[src/rtl/ilp_pkg.sv]
// Shared types and constants for the integer literal parser.
package ilp_pkg;

	localparam int VALUE_W = 64;
	// Head room for acc * 16 + 15 in signed form.
	localparam int WIDE_W = VALUE_W + 5;
	localparam int QUEUE_DEPTH = 2;
	localparam int QPTR_W = $clog2(QUEUE_DEPTH);

	localparam logic signed [VALUE_W-1:0] SAT_POS_VALUE = {1'b0, {(VALUE_W-1){1'b1}}};
	localparam logic signed [VALUE_W-1:0] SAT_NEG_VALUE = {1'b1, {(VALUE_W-1){1'b0}}};

	localparam logic [7:0] CH_UNDERSCORE = 8'h5F;
	localparam logic [7:0] CH_MINUS      = 8'h2D;
	localparam logic [7:0] CH_PLUS       = 8'h2B;
	localparam logic [7:0] CH_ZERO       = 8'h30;
	localparam logic [7:0] CH_NINE       = 8'h39;
	localparam logic [7:0] CH_LOW_X      = 8'h78;
	localparam logic [7:0] CH_UP_X       = 8'h58;
	localparam logic [7:0] CH_LOW_O      = 8'h6F;
	localparam logic [7:0] CH_UP_O       = 8'h4F;
	localparam logic [7:0] CH_LOW_B      = 8'h62;
	localparam logic [7:0] CH_UP_B       = 8'h42;
	localparam logic [7:0] CH_LOW_A      = 8'h61;
	localparam logic [7:0] CH_LOW_F      = 8'h66;
	localparam logic [7:0] CH_UP_A       = 8'h41;
	localparam logic [7:0] CH_UP_F       = 8'h46;
	localparam logic [7:0] CH_SPACE      = 8'h20;
	localparam logic [7:0] CH_TAB        = 8'h09;
	localparam logic [7:0] CH_NEWLINE    = 8'h0A;
	localparam logic [7:0] CH_HASH       = 8'h23;
	localparam logic [7:0] CH_NUL        = 8'h00;
	localparam logic [7:0] LOWER_HEX_BIAS = 8'h57;
	localparam logic [7:0] UPPER_HEX_BIAS = 8'h37;

	typedef enum logic [1:0] {
		RX_DEC = 2'd0,
		RX_HEX = 2'd1,
		RX_OCT = 2'd2,
		RX_BIN = 2'd3
	} radix_t;

	typedef enum logic [1:0] {
		ST_OK       = 2'd0,
		ST_OVERFLOW = 2'd1,
		ST_INVALID  = 2'd2
	} status_t;

	typedef enum logic [3:0] {
		PH_START  = 4'b0001,
		PH_SIGNED = 4'b0010,
		PH_ZERO   = 4'b0100,
		PH_DIGITS = 4'b1000
	} phase_t;

	// Classified byte as handed from the front to the back.
	typedef struct packed {
		logic       underscore;
		logic       minus;
		logic       plus;
		logic       zero;
		logic       pfx_hex;
		logic       pfx_oct;
		logic       pfx_bin;
		logic       term;
		logic       dec_digit;
		logic       hex_letter;
		logic [3:0] dval;
		logic       last;
	} item_t;

endpackage

[src/rtl/ilp_front.sv]
// Front end: classifies one text byte into character flags and digit value.
module ilp_front
	import ilp_pkg::*;
(
	input  logic [7:0] text_byte,
	input  logic       end_of_text,
	output item_t      item
);

	logic [7:0] dec_off;
	logic [7:0] low_off;
	logic [7:0] up_off;
	logic       is_low_hex;
	logic       is_up_hex;

	assign dec_off = text_byte - CH_ZERO;
	assign low_off = text_byte - LOWER_HEX_BIAS;
	assign up_off  = text_byte - UPPER_HEX_BIAS;
	assign is_low_hex = (text_byte >= CH_LOW_A) && (text_byte <= CH_LOW_F);
	assign is_up_hex  = (text_byte >= CH_UP_A) && (text_byte <= CH_UP_F);

	always_comb begin
		item.underscore = (text_byte == CH_UNDERSCORE);
		item.minus      = (text_byte == CH_MINUS);
		item.plus       = (text_byte == CH_PLUS);
		item.zero       = (text_byte == CH_ZERO);
		item.pfx_hex    = (text_byte == CH_LOW_X) || (text_byte == CH_UP_X);
		item.pfx_oct    = (text_byte == CH_LOW_O) || (text_byte == CH_UP_O);
		item.pfx_bin    = (text_byte == CH_LOW_B) || (text_byte == CH_UP_B);
		item.term       = (text_byte == CH_SPACE) || (text_byte == CH_TAB)
			|| (text_byte == CH_NEWLINE) || (text_byte == CH_HASH)
			|| (text_byte == CH_NUL);
		item.dec_digit  = (text_byte >= CH_ZERO) && (text_byte <= CH_NINE);
		item.hex_letter = is_low_hex || is_up_hex;
		item.last       = end_of_text;
		if (is_low_hex) begin
			item.dval = low_off[3:0];
		end else if (is_up_hex) begin
			item.dval = up_off[3:0];
		end else begin
			item.dval = dec_off[3:0];
		end
	end

endmodule

[src/rtl/ilp_queue.sv]
// Short queue of classified bytes between the front and the back.
module ilp_queue
	import ilp_pkg::*;
(
	input  logic  clk,
	input  logic  arst_n,
	input  logic  push_valid,
	output logic  push_ready,
	input  item_t push_item,
	output logic  pop_valid,
	input  logic  pop_ready,
	output item_t pop_item
);

	item_t             mem_q [QUEUE_DEPTH];
	logic [QPTR_W-1:0] wr_q;
	logic [QPTR_W-1:0] rd_q;
	logic [QPTR_W:0]   cnt_q;
	logic              push;
	logic              pop;

	assign push_ready = (cnt_q != (QPTR_W+1)'(QUEUE_DEPTH));
	assign pop_valid  = (cnt_q != '0);
	assign pop_item   = mem_q[rd_q];
	assign push = push_valid && push_ready;
	assign pop  = pop_valid && pop_ready;

	always_ff @(posedge clk or negedge arst_n) begin
		if (!arst_n) begin
			wr_q  <= '0;
			rd_q  <= '0;
			cnt_q <= '0;
		end else begin
			if (push) begin
				wr_q <= wr_q + QPTR_W'(1);
			end
			if (pop) begin
				rd_q <= rd_q + QPTR_W'(1);
			end
			if (push && !pop) begin
				cnt_q <= cnt_q + (QPTR_W+1)'(1);
			end else if (pop && !push) begin
				cnt_q <= cnt_q - (QPTR_W+1)'(1);
			end
		end
	end

	always_ff @(posedge clk) begin
		if (push) begin
			mem_q[wr_q] <= push_item;
		end
	end

endmodule

[src/rtl/ilp_back.sv]
// Back end: literal scanner, signed shift-add accumulator and result register.
module ilp_back
	import ilp_pkg::*;
(
	input  logic                       clk,
	input  logic                       arst_n,
	input  logic                       item_valid,
	output logic                       item_ready,
	input  item_t                      item,
	output logic                       out_valid,
	input  logic                       out_ready,
	output logic signed [VALUE_W-1:0] number_value,
	output logic [1:0]                 parse_status,
	output logic                       byte_not_used
);

	phase_t                    phase_q;
	logic                      neg_q;
	radix_t                    radix_q;
	logic signed [VALUE_W-1:0] acc_q;
	logic                      ovf_q;
	logic                      us_q;
	logic                      seen_q;

	logic                      out_valid_q;
	logic signed [VALUE_W-1:0] value_q;
	status_t                   status_q;
	logic                      notused_q;

	phase_t                    ph_n;
	logic                      neg_n;
	radix_t                    rad_n;
	logic signed [VALUE_W-1:0] acc_n;
	logic                      ovf_n;
	logic                      us_n;
	logic                      seen_n;

	logic                      step;
	logic                      do_body;
	logic                      ended;
	logic                      fixed_emit;
	status_t                   fixed_st;
	logic                      emit;
	logic signed [VALUE_W-1:0] e_val;
	status_t                   e_st;
	logic                      e_nu;

	logic                      digit_ok;
	logic signed [WIDE_W-1:0]  acc_w;
	logic signed [WIDE_W-1:0]  sd_w;
	logic signed [WIDE_W-1:0]  scaled_w;
	logic signed [WIDE_W-1:0]  sum_w;
	logic                      fits;

	assign item_ready = !out_valid_q || out_ready;
	assign step = item_valid && item_ready;

	// Digit legality in the current radix.
	always_comb begin
		unique case (radix_q)
			RX_DEC: digit_ok = item.dec_digit;
			RX_HEX: digit_ok = item.dec_digit || item.hex_letter;
			RX_OCT: digit_ok = item.dec_digit && !item.dval[3];
			RX_BIN: digit_ok = item.dec_digit && (item.dval[3:1] == 3'd0);
			default: digit_ok = 1'b0;
		endcase
	end

	// Signed accumulate: acc * radix +/- digit, overflow when it leaves 64 bits.
	always_comb begin
		acc_w = WIDE_W'(acc_q);
		sd_w  = neg_q ? -$signed({{(WIDE_W-4){1'b0}}, item.dval})
		              :  $signed({{(WIDE_W-4){1'b0}}, item.dval});
		unique case (radix_q)
			RX_DEC: scaled_w = (acc_w <<< 3) + (acc_w <<< 1);
			RX_HEX: scaled_w = acc_w <<< 4;
			RX_OCT: scaled_w = acc_w <<< 3;
			RX_BIN: scaled_w = acc_w <<< 1;
			default: scaled_w = acc_w;
		endcase
		sum_w = scaled_w + sd_w;
		fits = (sum_w[WIDE_W-1:VALUE_W-1] == '0) || (sum_w[WIDE_W-1:VALUE_W-1] == '1);
	end

	always_comb begin
		ph_n       = phase_q;
		neg_n      = neg_q;
		rad_n      = radix_q;
		acc_n      = acc_q;
		ovf_n      = ovf_q;
		us_n       = us_q;
		seen_n     = seen_q;
		do_body    = 1'b0;
		ended      = 1'b0;
		fixed_emit = 1'b0;
		fixed_st   = ST_OK;

		unique case (phase_q)
			PH_ZERO: begin
				ph_n = PH_DIGITS;
				priority if (item.pfx_hex) begin
					rad_n = RX_HEX;
				end else if (item.pfx_oct) begin
					rad_n = RX_OCT;
				end else if (item.pfx_bin) begin
					rad_n = RX_BIN;
				end else if (item.term) begin
					fixed_emit = 1'b1;
				end else begin
					fixed_emit = 1'b1;
					fixed_st   = ST_INVALID;
				end
			end
			PH_DIGITS: begin
				do_body = 1'b1;
			end
			PH_SIGNED: begin
				if (item.zero) begin
					ph_n = PH_ZERO;
				end else begin
					do_body = 1'b1;
				end
			end
			default: begin
				priority if (item.minus) begin
					neg_n = 1'b1;
					ph_n  = PH_SIGNED;
				end else if (item.plus) begin
					ph_n = PH_SIGNED;
				end else if (item.zero) begin
					ph_n = PH_ZERO;
				end else begin
					do_body = 1'b1;
				end
			end
		endcase

		if (do_body) begin
			ph_n = PH_DIGITS;
			if (item.underscore) begin
				if (!seen_q || us_q) begin
					ended = 1'b1;
				end else begin
					us_n = 1'b1;
				end
			end else if (digit_ok) begin
				seen_n = 1'b1;
				us_n   = 1'b0;
				if (!ovf_q) begin
					if (fits) begin
						acc_n = sum_w[VALUE_W-1:0];
					end else begin
						ovf_n = 1'b1;
						acc_n = neg_q ? SAT_NEG_VALUE : SAT_POS_VALUE;
					end
				end
			end else begin
				ended = 1'b1;
			end
		end

		emit  = 1'b1;
		e_val = acc_n;
		e_st  = ovf_n ? ST_OVERFLOW : ST_OK;
		e_nu  = 1'b0;
		priority if (fixed_emit) begin
			e_val = '0;
			e_st  = fixed_st;
			e_nu  = 1'b1;
		end else if (ended) begin
			e_nu = 1'b1;
		end else if (item.last) begin
			// lone zero at end of text is zero, not invalid
			if (ph_n == PH_ZERO) begin
				e_val = '0;
				e_st  = ST_OK;
			end
		end else begin
			emit = 1'b0;
		end
	end

	always_ff @(posedge clk or negedge arst_n) begin
		if (!arst_n) begin
			phase_q <= PH_START;
			neg_q   <= 1'b0;
			radix_q <= RX_DEC;
			acc_q   <= '0;
			ovf_q   <= 1'b0;
			us_q    <= 1'b0;
			seen_q  <= 1'b0;
		end else if (step) begin
			if (emit) begin
				phase_q <= PH_START;
				neg_q   <= 1'b0;
				radix_q <= RX_DEC;
				acc_q   <= '0;
				ovf_q   <= 1'b0;
				us_q    <= 1'b0;
				seen_q  <= 1'b0;
			end else begin
				phase_q <= ph_n;
				neg_q   <= neg_n;
				radix_q <= rad_n;
				acc_q   <= acc_n;
				ovf_q   <= ovf_n;
				us_q    <= us_n;
				seen_q  <= seen_n;
			end
		end
	end

	always_ff @(posedge clk or negedge arst_n) begin
		if (!arst_n) begin
			out_valid_q <= 1'b0;
		end else if (step && emit) begin
			out_valid_q <= 1'b1;
		end else if (out_ready) begin
			out_valid_q <= 1'b0;
		end
	end

	// Load the result register on each emitted transfer.
	always_ff @(posedge clk) begin
		if (step && emit) begin
			value_q   <= e_val;
			status_q  <= e_st;
			notused_q <= e_nu;
		end
	end

	assign out_valid     = out_valid_q;
	assign number_value  = value_q;
	assign parse_status  = status_q;
	assign byte_not_used = notused_q;

endmodule

[src/rtl/integer_literal_parser_core.sv]
// Top level of the integer literal parser: front classifier, queue, back scanner.
//
// Streams one ASCII byte per transfer and returns one result per integer
// literal: a signed 64-bit value saturated on overflow, a status (ok,
// overflow, invalid) and a flag that tells whether the byte that ended the
// literal belongs to the next token. An optional sign and a 0x/0o/0b prefix
// are accepted; single underscores between digits are skipped. The block
// sustains one byte per clock cycle while the output is not stalled, a rate
// set by the back end's combinational shift-add and range check on the 64-bit
// accumulator. A byte passes through a two-entry queue and then the result
// register before its result shows at the output.
module integer_literal_parser_core
	import ilp_pkg::*;
(
	input  logic                       clk,
	input  logic                       arst_n,
	input  logic                       in_valid,
	output logic                       in_ready,
	input  logic [7:0]                 text_byte,
	input  logic                       end_of_text,
	output logic                       out_valid,
	input  logic                       out_ready,
	output logic signed [VALUE_W-1:0] number_value,
	output logic [1:0]                 parse_status,
	output logic                       byte_not_used
);

	item_t front_item;
	item_t back_item;
	logic  q_valid;
	logic  q_ready;

	ilp_front u_front (
		.text_byte   (text_byte),
		.end_of_text (end_of_text),
		.item        (front_item)
	);

	ilp_queue u_queue (
		.clk        (clk),
		.arst_n     (arst_n),
		.push_valid (in_valid),
		.push_ready (in_ready),
		.push_item  (front_item),
		.pop_valid  (q_valid),
		.pop_ready  (q_ready),
		.pop_item   (back_item)
	);

	ilp_back u_back (
		.clk           (clk),
		.arst_n        (arst_n),
		.item_valid    (q_valid),
		.item_ready    (q_ready),
		.item          (back_item),
		.out_valid     (out_valid),
		.out_ready     (out_ready),
		.number_value  (number_value),
		.parse_status  (parse_status),
		.byte_not_used (byte_not_used)
	);

endmodule

[config.mk]
export PLATFORM = sky130hd
export DESIGN_NAME = integer_literal_parser_core
export DESIGN_NICKNAME = d
export VERILOG_FILES = /design/src/rtl/ilp_pkg.sv /design/src/rtl/ilp_front.sv /design/src/rtl/ilp_queue.sv /design/src/rtl/ilp_back.sv /design/src/rtl/integer_literal_parser_core.sv
export SDC_FILE = /design/constraint.sdc
export NUM_CORES = 1
export LEC_CHECK = 0
export ABC_CLOCK_PERIOD_IN_PS = 14350
export CORE_ASPECT_RATIO = 1.4
export CORE_MARGIN = 2
export CORE_UTILIZATION = 50
export CTS_CLUSTER_DIAMETER = 80
export DETAILED_ROUTE_END_ITERATION = 6
export DONT_BUFFER_PORTS = 1
export PLACE_DENSITY_LB_ADDON = 0.25
export SYNTH_ARGS = -nofsm -noshare
export SYNTH_HDL_FRONTEND = slang
export SYNTH_HIERARCHICAL = 1
export SYNTH_SLANG_ARGS = --single-unit
[constraint.sdc]
create_clock -name clk -period 14.35 [get_ports clk]
set_input_delay 0.7175 -clock clk [delete_from_list [all_inputs] [get_ports clk]]
set_output_delay 0.7175 -clock clk [all_outputs]
set_load 0.005 [all_outputs]
* Yosys cells after proc, flatten, opt, wreduce, memory -nomap -nowiden
Memory sizes are Yosys's and may differ from the RTL's. Cells that the tools add are included.
Word-level totals: register bits 146, memory bits (writable) 30, bits of input ports 13, output and inout port bits 69, word-level logic and storage cells 178, memories kept 1
Operators by class: add/sub/neg operators 10, $lt $le $gt $ge 6, equal/unequal tests 26, muxes and demuxes 76, reductions and logical operators 45
Memories:
- u_queue.mem_q | words 2, bits a word 15, rd ports 1, clocked after Yosys merged registers in 0, wr ports 1, RTL line ilp_queue.sv:15 | item_t mem_q [QUEUE_DEPTH];
Operators by type and width (count):
- $mux 64 | 10
- $pmux 69 s4 | 1
- $add 69x69->69 | 1
- $mux 69 | 1
- $neg 4->69 | 1
- $add 67x65->68 | 1
- $eq 8x7->1 const B | 7
- $eq 8x6->1 const B | 5
- $mux 1 | 38
- $mux 2 | 16
- $mux 4 | 7
- $eq 8x4->1 const B | 2
- $ge 8x7->1 const B | 2
- $le 8x7->1 const B | 2
- $reduce_bool 2->1 | 7
- $logic_or 1x1->1 | 12
- $pmux 4 s3 | 1
- $logic_and 1x1->1 | 10
- $eq 4x3->1 const B | 2
- $ge 8x6->1 const B | 1
- $le 8x6->1 const B | 1
- $logic_not 8->1 | 1
- $reduce_and 4->1 | 2
- $sub 4x3->4 const B | 2
- 22 further kinds | 30

* Logic depth before layout (Yosys ltp)
Gate-level depths: netlist of run 1. An unclocked memory read counts as a cell.
word-level depth 16, gate-level depth with buffers 32, mapped depth without buffers 28

* Hierarchy
Netlist of run 1, hierarchy kept.
By module, submodules not included:
- ilp_back | times used 1, cells each 1886, area an instance 15820.2 um^2, sequential area each 3890.0 um^2
- ilp_queue | times used 1, cells each 65, area an instance 1331.3 um^2, sequential area each 1001.0 um^2
- ilp_front | times used 1, cells each 49, area an instance 355.3 um^2, sequential area each 0.0 um^2

* Least setup slack after synthesis of run 1
No wires, ideal clock.
kind flip-flop to flip-flop, start point register u_back.acc_q[2], end point register u_back.value_q[34] (netlist: u_back/number_value[34]) (data pin), library setup time 257 ps, arrival time 7064 ps, data required time 14093 ps, slack 7029 ps, cell stages (with the launch flop) 29, path buffers 2, clock period less this slack 7321 ps, cell sequence dfrtp_1 > ha_1 > inv_1 > fa_1 > nor2b_1 > o31a_1 > o21ai_0 > o41ai_1 > and3_1 > o21ai_1 > o21ai_1 > a2111oi_0 > o32ai_1 > xor2_1 > mux4_2 > ha_1 > and2_4 > nand3_2 > or4_1 > or4_1 > a2111o_1 > nand3_1 > a32oi_1 > and4_1 > a21oi_2 > a31o_2 > buf_2 > buf_2 > nor2_1
On the way: word-level cells in the longest chain between the ends 13, elaborated cells on any way between the ends 14, those cells by class add/sub (2); eq/ne (1); mux (9); reduce/logical (2)
RTL lines:
- from (decl) | RTL line ilp_back.sv:20 | logic signed [VALUE_W-1:0] acc_q;
- from (signal assigned) | RTL line ilp_back.sv:205 | acc_q <= acc_n;
- $add 67x65->68 | RTL line ilp_back.sv:75 | RX_DEC: scaled_w = (acc_w <<< 3) + (acc_w <<< 1);
- $pmux 69 s4 (*) | RTL line ilp_back.sv:74 | unique case (radix_q)
- $add 69x69->69 (*) | RTL line ilp_back.sv:81 | sum_w = scaled_w + sd_w;
- $eq 6x6->1 / $logic_not 6->1 (equally long branches) | RTL line ilp_back.sv:82 | fits = (sum_w[WIDE_W-1:VALUE_W-1] == '0) || (sum_w[WIDE_W-1:VALUE_W-1] == '1);
- $logic_or 1x1->1 | RTL line ilp_back.sv:82
- $mux 64 (*) | RTL line ilp_back.sv:150 | if (fits) begin
- $mux 64 (*) | RTL line ilp_back.sv:149 | if (!ovf_q) begin
- $mux 64 (*) | RTL line ilp_back.sv:146 | end else if (digit_ok) begin
- $mux 64 (*) | RTL line ilp_back.sv:140 | if (item.underscore) begin
- $mux 64 (*) | RTL line ilp_back.sv:138 | if (do_body) begin
- $mux 64 | RTL line ilp_back.sv:174 | if (ph_n == PH_ZERO) begin
- $mux 64 | RTL line ilp_back.sv:172 | end else if (item.last) begin
- $mux 64 (*) | RTL line ilp_back.sv:170 | end else if (ended) begin
- to (signal assigned) | RTL line ilp_back.sv:226 | value_q <= e_val;
- to (decl) | RTL line ilp_back.sv:26 | logic signed [VALUE_W-1:0] value_q;
Every way passes the cells marked *; elsewhere a longest branch is shown, timed or not. A chain may end at the register's enable or synchronous reset.

* Worst setup path in the final report of run 1
start point register u_back.acc_q[2], end point register u_back.value_q[40] (netlist: u_back/number_value[40]) (data pin)
The elaborated chain is that of the path after synthesis.

==> results of run 1 <==
## cells by family after synthesis
kind of cell / count (synthesis) / share of synthesized area
compound gates: 625 / 0.2341
xor+xnor: 131 / 0.06554
fa+ha+maj: 139 / 0.1002
buf+inv: 178 / 0.04195
flops: 176 / 0.2794
mux: 83 / 0.09455
simple gates: 668 / 0.1842
## power by group
part | internal (mW) | switching, mW
clock | 0.249 | 0.244
combinational | 1.23 | 2.13
sequential | 0.837 | 0.276
## metal layers
layer / global-route usage / up-vias
met2: 0.5064 / 637
met1: 0.3338 / 7536
met4: 0.1556 / 0
met3: 0.03754 / 157
li1: - / 7379
met5: 0 / -
## worst paths after layout
check	start	end	slack, ns	depth (start not counted)
max	u_back/acc_q[2]$_DFFE_PN0P_	u_back/number_value[40]$_SDFFCE_PP0P_	4.38	29
min	arst_n	u_back/phase_q[0]$_DFFE_PN1P_	0.08	0
max reg2reg	u_back/acc_q[2]$_DFFE_PN0P_	u_back/number_value[40]$_SDFFCE_PP0P_	4.38	29
min reg2reg	u_back/us_q$_DFFE_PN0P_	u_back/us_q$_DFFE_PN0P_	0.49	2
max in group asynchronous	arst_n	u_back/acc_q[28]$_DFFE_PN0P_	13.85	1
min in group clk	end_of_text	u_queue/mem_q[1][0]$_DFFE_PP_	0.33	0
## layout make-up
cell class                      instances  share of cell area
Tap cell                              456             0.03115
Sequential cell                       176              0.2673
Timing Repair Buffer                   17            0.008060
Multi-Input combinational cell       1646              0.6510
Clock buffer                           18             0.02343
Clock inverter                         14            0.009426
Inverter                               47            0.009699
## sequential cells by signal, summed over array words and instances (netlist names)
register	count
u_queue/rd_q	1
u_queue/wr_q	1
u_back/radix_q	2
u_back/phase_q	4
u_queue/mem_q	30
u_back/out_valid	1
u_queue/cnt_q	2
u_back/ovf_q	1
u_back/us_q	1
u_back/number_value	64
u_back/acc_q	64
u_back/neg_q	1
u_back/seen_q	1
u_back/parse_status	2
u_back/byte_not_used	1
## synth_stat cells (all sizes together), types with 29 or more instances
cell and instances:
a21o 61, a21oi 173, clkbuf 103, dfrtp 78, edfxtp 97, ha 137, inv 47, mux4 61
nand2 219, nand3 50, nand4 46, nor2 149, nor3 68, o211ai 69, o21ai 114, o21bai 31
o22ai 29, xnor2 74, xor2 57
## through the flow
step	power, mW	util
finish	4.959	0.5270
detailed placement	4.407	0.5089
global placement	4.362	0.5089
CTS	4.929	0.5270
floorplan	3.554	-
global route	5.299	0.5270
## repair_timing
action | CTS | global route
buffers inserted | 0 | 0
hold buffers | 1 | 0
hold endpoints to repair | 78 | 0
## worst max-delay path, delay by kind of cell, from the launching register on
kind                     cells  cell delay, ns
multiplexers                 1            0.47
AO/OA/AOI/OAI               11            3.76
AND/OR/NAND/NOR              9            2.25
flip-flops                   1            0.47
adder cells (fa/ha/maj)      3            1.05
buffers and inverters        4            1.51
XOR/XNOR                     1            0.12
==> results.tsv, run 1 <==
metric	value	unit
Syn Inst Count	2000	
maximum fanout along the worst path	63	
Inst Count DP	2341	
vias in the first global route	15370	
Longest Clk Path Bufs	2	
global-route usage over all layers	0.2859	
ratio of cells with drive above 1 in the final layout	0.09072	
Hold WS	0.07884	ns
setup TNS	0	ns
row count	81	
DR vias	15710	
peak supply drop	0.1351	mV
Place WS	4.587	ns
met2 WL post-DR	26.42	mm
Port Buffer Count	0	
Syn Std Cell Area	17510	sq um
I/O pin count	82	
number of synthesized flops with an enable pin	97	
Resize count post-CTS	0	
Ant. Diodes	0	
first-pass GRT wire length	82.40	mm
hpwl dp	38.68	mm
TritonCTS clock tree	yes	
# fillers	3188	
residual overflow from global routing	0	
final instance area	18320	sq um
Max Freq	0.1003	GHz
area share of the largest cell type after synthesis	0.1664	
Worst path max stage delay	0.67	ns
post-synth net total	2152	
Slew Viols, Final	0	
Synth Flop Type	edfxtp_1	
Initial DRC Count	1308	
antenna viol nets, final	0	
Routed met1 length	20.38	mm
Initial Utilization	0.5036	
RSZ-0062 raised after global routing	false	
CTS sink count	176	
routed wl met3	2.731	mm
Final setup viols	0	
Crit path arrival time	10.16	ns
Unique masters post-synth	87	
Slew HR	0.3242	
die width	162.1	um
routed len/inst	22.06	um
most frequent cells in the layout	nand2_1, a21oi_1, nor2_1	
Least-Margin Pin Slew	1.014	ns
sequential-to-total area share from yosys stat	0.2794	
Skew-Pair Late Insertion Delay	0.48	ns
DP Area	17690	sq um
Min-Delay Path Class	primary input to async pin	
power per cell area	270.7	nW/um^2
number of max-cap violations	0	
Die H	225.4	um
DIE AREA	36550	sq um
Most common cell on crit path	buf_4	
period utilization	0.6950	
area of the multi-input gates	11930	sq um
commonest non-fill, non-tap cell in the layout	nand2_1	
final wirelength	52.36	mm
Worst path slowest cell	buf_4	
CTS H-tree depth	4	
critical path class	flop to flop	
Yosys warning total	6	
initial antenna violation count	0	
drt pass-1 iters	7	
RD Place Congestion	0.9720	
asr flop ratio synth	0.4489	
synthesized area per cell	8.753	sq um
Fin. Hold Viols	0	
Area Overhead vs Synth	4.638	%
Register Area	4896	sq um
Startpoint Class	flop	
top cells by area, synth	edfxtp_1, dfrtp_1, ha_1	
residual DRC count	0	
nets	2057	
status	complete, no violations	
WP data required	14.54	ns
Final Non-Filler Cells	2374	
final worst slack	4.377	ns
Avg Vias per Cell	6.617	
clock-pin slew on the worst setup and hold paths	0.08	ns
skew final	0.01408	ns
largest net degree at the start of global routing	79	
leakage power	7.460	nW
Period minus WS final	9.973	ns
total core area	34760	sq um
Top Layer Used	met4	
total CTS buffers	17	
crit end category	flop	
Yosys reg bits	176	
Yosys top cell by area	edfxtp_1	
CTS Root Cell	clkbuf_16	
No activity file was read; power rests on OpenSTA's default activity.
==> inputs of run 2 (changes only) <==
--- a/config.mk
+++ b/config.mk
@@ -5,7 +5,7 @@
 export SDC_FILE = /design/constraint.sdc
 export NUM_CORES = 1
 export LEC_CHECK = 0
-export ABC_CLOCK_PERIOD_IN_PS = 14350
+export ABC_CLOCK_PERIOD_IN_PS = 10100
 export CORE_ASPECT_RATIO = 1.4
 export CORE_MARGIN = 2
 export CORE_UTILIZATION = 50
==> constraint.sdc (replaced) <==
create_clock -name clk -period 10.1 [get_ports clk]
set_input_delay 0.505 -clock clk [delete_from_list [all_inputs] [get_ports clk]]
set_output_delay 0.505 -clock clk [all_outputs]
set_load 0.005 [all_outputs]
==> results.tsv, run 2 (synthesized netlist as in run 1, its figures left out) <==
metric	value	unit	change
status	complete, no violations		
Worst path slowest cell	nand2_2		
Crit path arrival time	9.28	ns	-0.88 ns
first-pass GRT wire length	84.07	mm	+2.0%
Final Non-Filler Cells	2381		+0.29%
Area Overhead vs Synth	5.146	%	
Ant. Diodes	0		unchanged
commonest non-fill, non-tap cell in the layout	nand2_1		
Port Buffer Count	0		unchanged
antenna viol nets, final	0		unchanged
number of max-cap violations	0		unchanged
power per cell area	385.5	nW/um^2	+42%
drt pass-1 iters	7		unchanged
Avg Vias per Cell	6.615		about the same
period utilization	0.8878		+0.1928
hpwl dp	39.20	mm	+1.4%
clock-pin slew on the worst setup and hold paths	0.08	ns	about the same
Slew HR	0.3090		-0.01528
largest net degree at the start of global routing	80		+1.3%
Top delay family on crit path	simple AND/OR/NAND/NOR gates		
Layout Utilization	0.5295		+0.002555
Worst path max stage delay	0.55	ns	-0.12 ns
initial antenna violation count	0		unchanged
final wirelength	52.76	mm	+0.77%
Period minus WS final	8.967	ns	-1.006 ns
nets	2064		+0.34%
Die H	225.4	um	unchanged
I/O pin count	82		unchanged
Skew-Pair Late Insertion Delay	0.47	ns	about the same
Initial DRC Count	1419		+8.5%
Inst Count DP	2347		+0.26%
crit end category	flop		
setup TNS	0	ns	unchanged
maximum fanout along the worst path	31		-51%
DIE AREA	36550	sq um	unchanged
global-route usage over all layers	0.2903		+0.004399
residual DRC count	0		unchanged
TritonCTS clock tree	yes		
Longest Clk Path Bufs	2		unchanged
skew final	0.01327	ns	-0.0008141 ns
ratio of cells with drive above 1 in the final layout	0.09455		+0.003826
# fillers	3195		+0.22%
total core area	34760	sq um	unchanged
RSZ-0062 raised after global routing	false		
Resize count post-CTS	0		unchanged
overall power	7.096	mW	+43%
RD Place Congestion	0.9719		about the same
residual overflow from global routing	0		unchanged
critical path class	flop to flop		
Fin. Hold Viols	0		unchanged
die width	162.1	um	unchanged
Post-CTS Setup Repair Bufs	0		unchanged
Final setup viols	0		unchanged
CTS Root Cell	clkbuf_16		
CTS sink count	176		unchanged
most frequent cells in the layout	nand2_1, a21oi_1, nor2_1		
Min-Delay Path Class	primary input to flop		
Least-Margin Pin Slew	1.033	ns	+0.01926 ns
row count	81		unchanged
Buf/Inv on CP	4		unchanged
Startpoint Class	flop		
Max Freq	0.1115	GHz	+11%
total CTS buffers	17		unchanged
WP data required	10.42	ns	-4.12 ns
DR vias	15750		+0.27%
CTS H-tree depth	4		unchanged
vias in the first global route	15570		+1.3%
Initial Utilization	0.5036		unchanged
peak supply drop	0.2231	mV	+65%
routed len/inst	22.16	um	+0.47%
Slew Viols, Final	0		unchanged
leakage power	7.506	nW	+0.61%
## run 2: changes by cell type in the layout (fill, tap and decap cells not counted), sizes merged
| cell | change |
|---|---|
| buf | +6 |
| bufinv | -1 |
| clkbuf | -1 |
| clkinv | +1 |
| dlygate4sd3 | +1 |
| inv | +1 |
## run 2: worst paths after layout
| kind | slack (ns) | endpoint | cells after the start | start |
|---|---|---|---|---|
| min reg2reg | 0.48 | u_back/us_q$_DFFE_PN0P_ | 2 | u_back/us_q$_DFFE_PN0P_ |
| min in group asynchronous | 0.59 | u_queue/rd_q$_DFFE_PN0P_ | 2 | arst_n |
| min | 0.13 | u_queue/mem_q[1][0]$_DFFE_PP_ | 0 | end_of_text |
| max reg2reg | 1.13 | u_back/acc_q[43]$_DFFE_PN0P_ | 29 | u_back/acc_q[2]$_DFFE_PN0P_ |
| max in group asynchronous | 9.10 | u_back/acc_q[40]$_DFFE_PN0P_ | 2 | arst_n |
| max | 1.13 | u_back/acc_q[43]$_DFFE_PN0P_ | 29 | u_back/acc_q[2]$_DFFE_PN0P_ |
## run 2: cell type report
class | count | area, sq um | area share
Clock buffer | 17 | 425.4 | 0.02311
Clock inverter | 15 | 197.7 | 0.01074
Inverter | 47 | 177.7 | 0.009652
Multi-Input combinational cell | 1646 | 11930 | 0.6478
Sequential cell | 176 | 4896 | 0.2660
Tap cell | 456 | 570.5 | 0.03100
Timing Repair Buffer | 24 | 215.2 | 0.01169
## run 2: what timing repair did
item | CTS | global route
hold buffers | 2 | 0
endpoints found under the setup margin | 0 | 0
endpoints found under the hold margin | 79 | 0
## run 2: through the flow
stage               worst slack (ns)  instance area (sq um)  hold slack [ns]
floorplan                      2.779                  17510           0.2094
global placement               1.433                  17750           0.2118
detailed placement             1.337                  17750           0.2105
CTS                            1.267                  18410           0.1047
global route                  0.5735                  18410           0.1047
finish                         1.133                  18410           0.1285
## run 2: report_power, final
group / total (mW) / internal (mW) / switching [mW]
clock: 0.699 / 0.340 / 0.358
sequential: 1.60 / 1.19 / 0.416
combinational: 4.79 / 1.75 / 3.04
total: 7.10 / 3.28 / 3.81
## run 2: layer usage
metal  global-route usage  up-vias  routed length [um]
met3              0.04325      145                2570
met2               0.5058      565               26340
met4               0.1582        0                2760
met5                    0        -                   0
met1               0.3429     7657               21100
li1                     -     7384                   -
==> inputs of run 3 (changes only) <==
==> constraint.sdc (replaced) <==
create_clock -name clk -period 10.1 [get_ports clk]
set_input_delay 2.02 -clock clk [delete_from_list [all_inputs] [get_ports clk]]
set_output_delay 2.02 -clock clk [all_outputs]
set_load 0.005 [all_outputs]
==> results.tsv, run 3 (synthesized netlist as in run 1, its figures left out) <==
metric	value	unit	change
status	complete, no violations		
Worst path max stage delay	0.55	ns	about the same
Initial DRC Count	1273		-10%
Buf/Inv on CP	4		unchanged
Crit path arrival time	9.22	ns	-0.06 ns
Least-Margin Pin Slew	1.037	ns	+0.003721 ns
commonest non-fill, non-tap cell in the layout	nand2_1		
Startpoint Class	flop		
Final setup viols	0		unchanged
DP Area	17750	sq um	unchanged
CTS Root Cell	clkbuf_16		
die width	162.1	um	unchanged
power per cell area	385.8	nW/um^2	about the same
Skew-Pair Late Insertion Delay	0.47	ns	about the same
CTS Hold Bufs	0		-2
crit end category	flop		
WP data required	10.42	ns	about the same
clock-pin slew on the worst setup and hold paths	0.08	ns	about the same
Port Buffer Count	0		unchanged
largest net degree at the start of global routing	80		unchanged
drt pass-1 iters	6		-1
skew final	0.01358	ns	+0.0003150 ns
critical path class	flop to flop		
Fin. Hold Viols	0		unchanged
setup TNS	0	ns	unchanged
global-route usage over all layers	0.2902		about the same
Longest Clk Path Bufs	2		unchanged
CTS H-tree depth	4		unchanged
residual overflow from global routing	0		unchanged
final worst slack	1.197	ns	+0.06385 ns
first-pass GRT wire length	84.01	mm	about the same
# fillers	3200		+0.16%
Period minus WS final	8.903	ns	-0.06385 ns
TritonCTS clock tree	yes		
Min-Delay Path Class	flop to flop		
Place WS	1.337	ns	unchanged
overall power	7.088	mW	-0.11%
Ant. Diodes	0		unchanged
DIE AREA	36550	sq um	unchanged
hpwl dp	39.20	mm	unchanged
final wirelength	52.86	mm	+0.18%
Post-CTS Setup Repair Bufs	0		unchanged
Inst Count DP	2347		unchanged
Worst path slowest cell	nand2_2		
Hold WS	0.4779	ns	+0.3494 ns
Max Freq	0.1123	GHz	+0.72%
RSZ-0062 raised after global routing	false		
leakage power	7.489	nW	-0.22%
total CTS buffers	17		unchanged
I/O pin count	82		unchanged
most frequent cells in the layout	nand2_1, a21oi_1, nor2_1		
initial antenna violation count	0		unchanged
routed len/inst	22.22	um	+0.27%
final instance area	18370	sq um	-0.20%
total core area	34760	sq um	unchanged
Final Non-Filler Cells	2379		-0.084%
vias in the first global route	15560		-0.064%
period utilization	0.8815		-0.006322
Area Overhead vs Synth	4.931	%	
number of max-cap violations	0		unchanged
antenna viol nets, final	0		unchanged
CTS sink count	176		unchanged
peak supply drop	0.2241	mV	+0.46%
maximum fanout along the worst path	31		unchanged
Resize count post-CTS	0		unchanged
nets	2062		-0.097%
Die H	225.4	um	unchanged
RD Place Congestion	0.9719		unchanged
Slew HR	0.3065		-0.002489
Top delay family on crit path	compound AO/OA/AOI/OAI gates		
Slew Viols, Final	0		unchanged
ratio of cells with drive above 1 in the final layout	0.09412		-0.0004217
residual DRC count	0		unchanged
Avg Vias per Cell	6.617		about the same
Layout Utilization	0.5285		-0.001079
row count	81		unchanged
Initial Utilization	0.5036		unchanged
DR vias	15740		-0.057%
run 3: changes by cell type in the layout (fill, tap and decap cells not counted), sizes merged:
cell         before  now
buf              23   22
dlygate4sd3       1    0
run 3: worst paths after layout:
path                       cells after the start                             to                         from  slack, ns
max                                           29   u_back/acc_q[50]$_DFFE_PN0P_  u_back/acc_q[2]$_DFFE_PN0P_       1.20
min                                            2        u_back/us_q$_DFFE_PN0P_      u_back/us_q$_DFFE_PN0P_       0.48
min in group asynchronous                      0       u_queue/wr_q$_DFFE_PN0P_                       arst_n       1.24
min reg2reg                                    2        u_back/us_q$_DFFE_PN0P_      u_back/us_q$_DFFE_PN0P_       0.48
max reg2reg                                   29   u_back/acc_q[50]$_DFFE_PN0P_  u_back/acc_q[2]$_DFFE_PN0P_       1.20
max in group asynchronous                      0  u_back/phase_q[0]$_DFFE_PN1P_                       arst_n       8.66
run 3: layout make-up:
class / instances / area (sq um) / area share
Multi-Input combinational cell: 1646 / 11930 / 0.6492
Sequential cell: 176 / 4896 / 0.2665
Timing Repair Buffer: 22 / 177.7 / 0.009672
Inverter: 47 / 177.7 / 0.009672
Tap cell: 456 / 570.5 / 0.03106
Clock inverter: 15 / 197.7 / 0.01076
Clock buffer: 17 / 425.4 / 0.02316
run 3: power breakdown:
group	internal [mW]	switching, mW
Sequential	1.19	0.418
Clock	0.340	0.359
Combinational	1.75	3.03
run 3: metal layers:
metal	global-route usage	vias up	wire length (um)
met1	0.3427	7653	21120
met3	0.04325	144	2638
met4	0.1582	0	2803
li1	-	7376	-
met5	0	-	0
met2	0.5054	569	26300
run 3: worst register-to-register path, delay by kind of cell (launching register included):
family	cells	cell delay, ns
xor gates and xnor gates	1	0.12
buffers and inverters	4	0.90
AOI/OAI and AO/OA	10	2.89
muxes	1	0.48
adders and majority gates	3	1.03
and+or+nand+nor	10	2.87
DFF	1	0.48
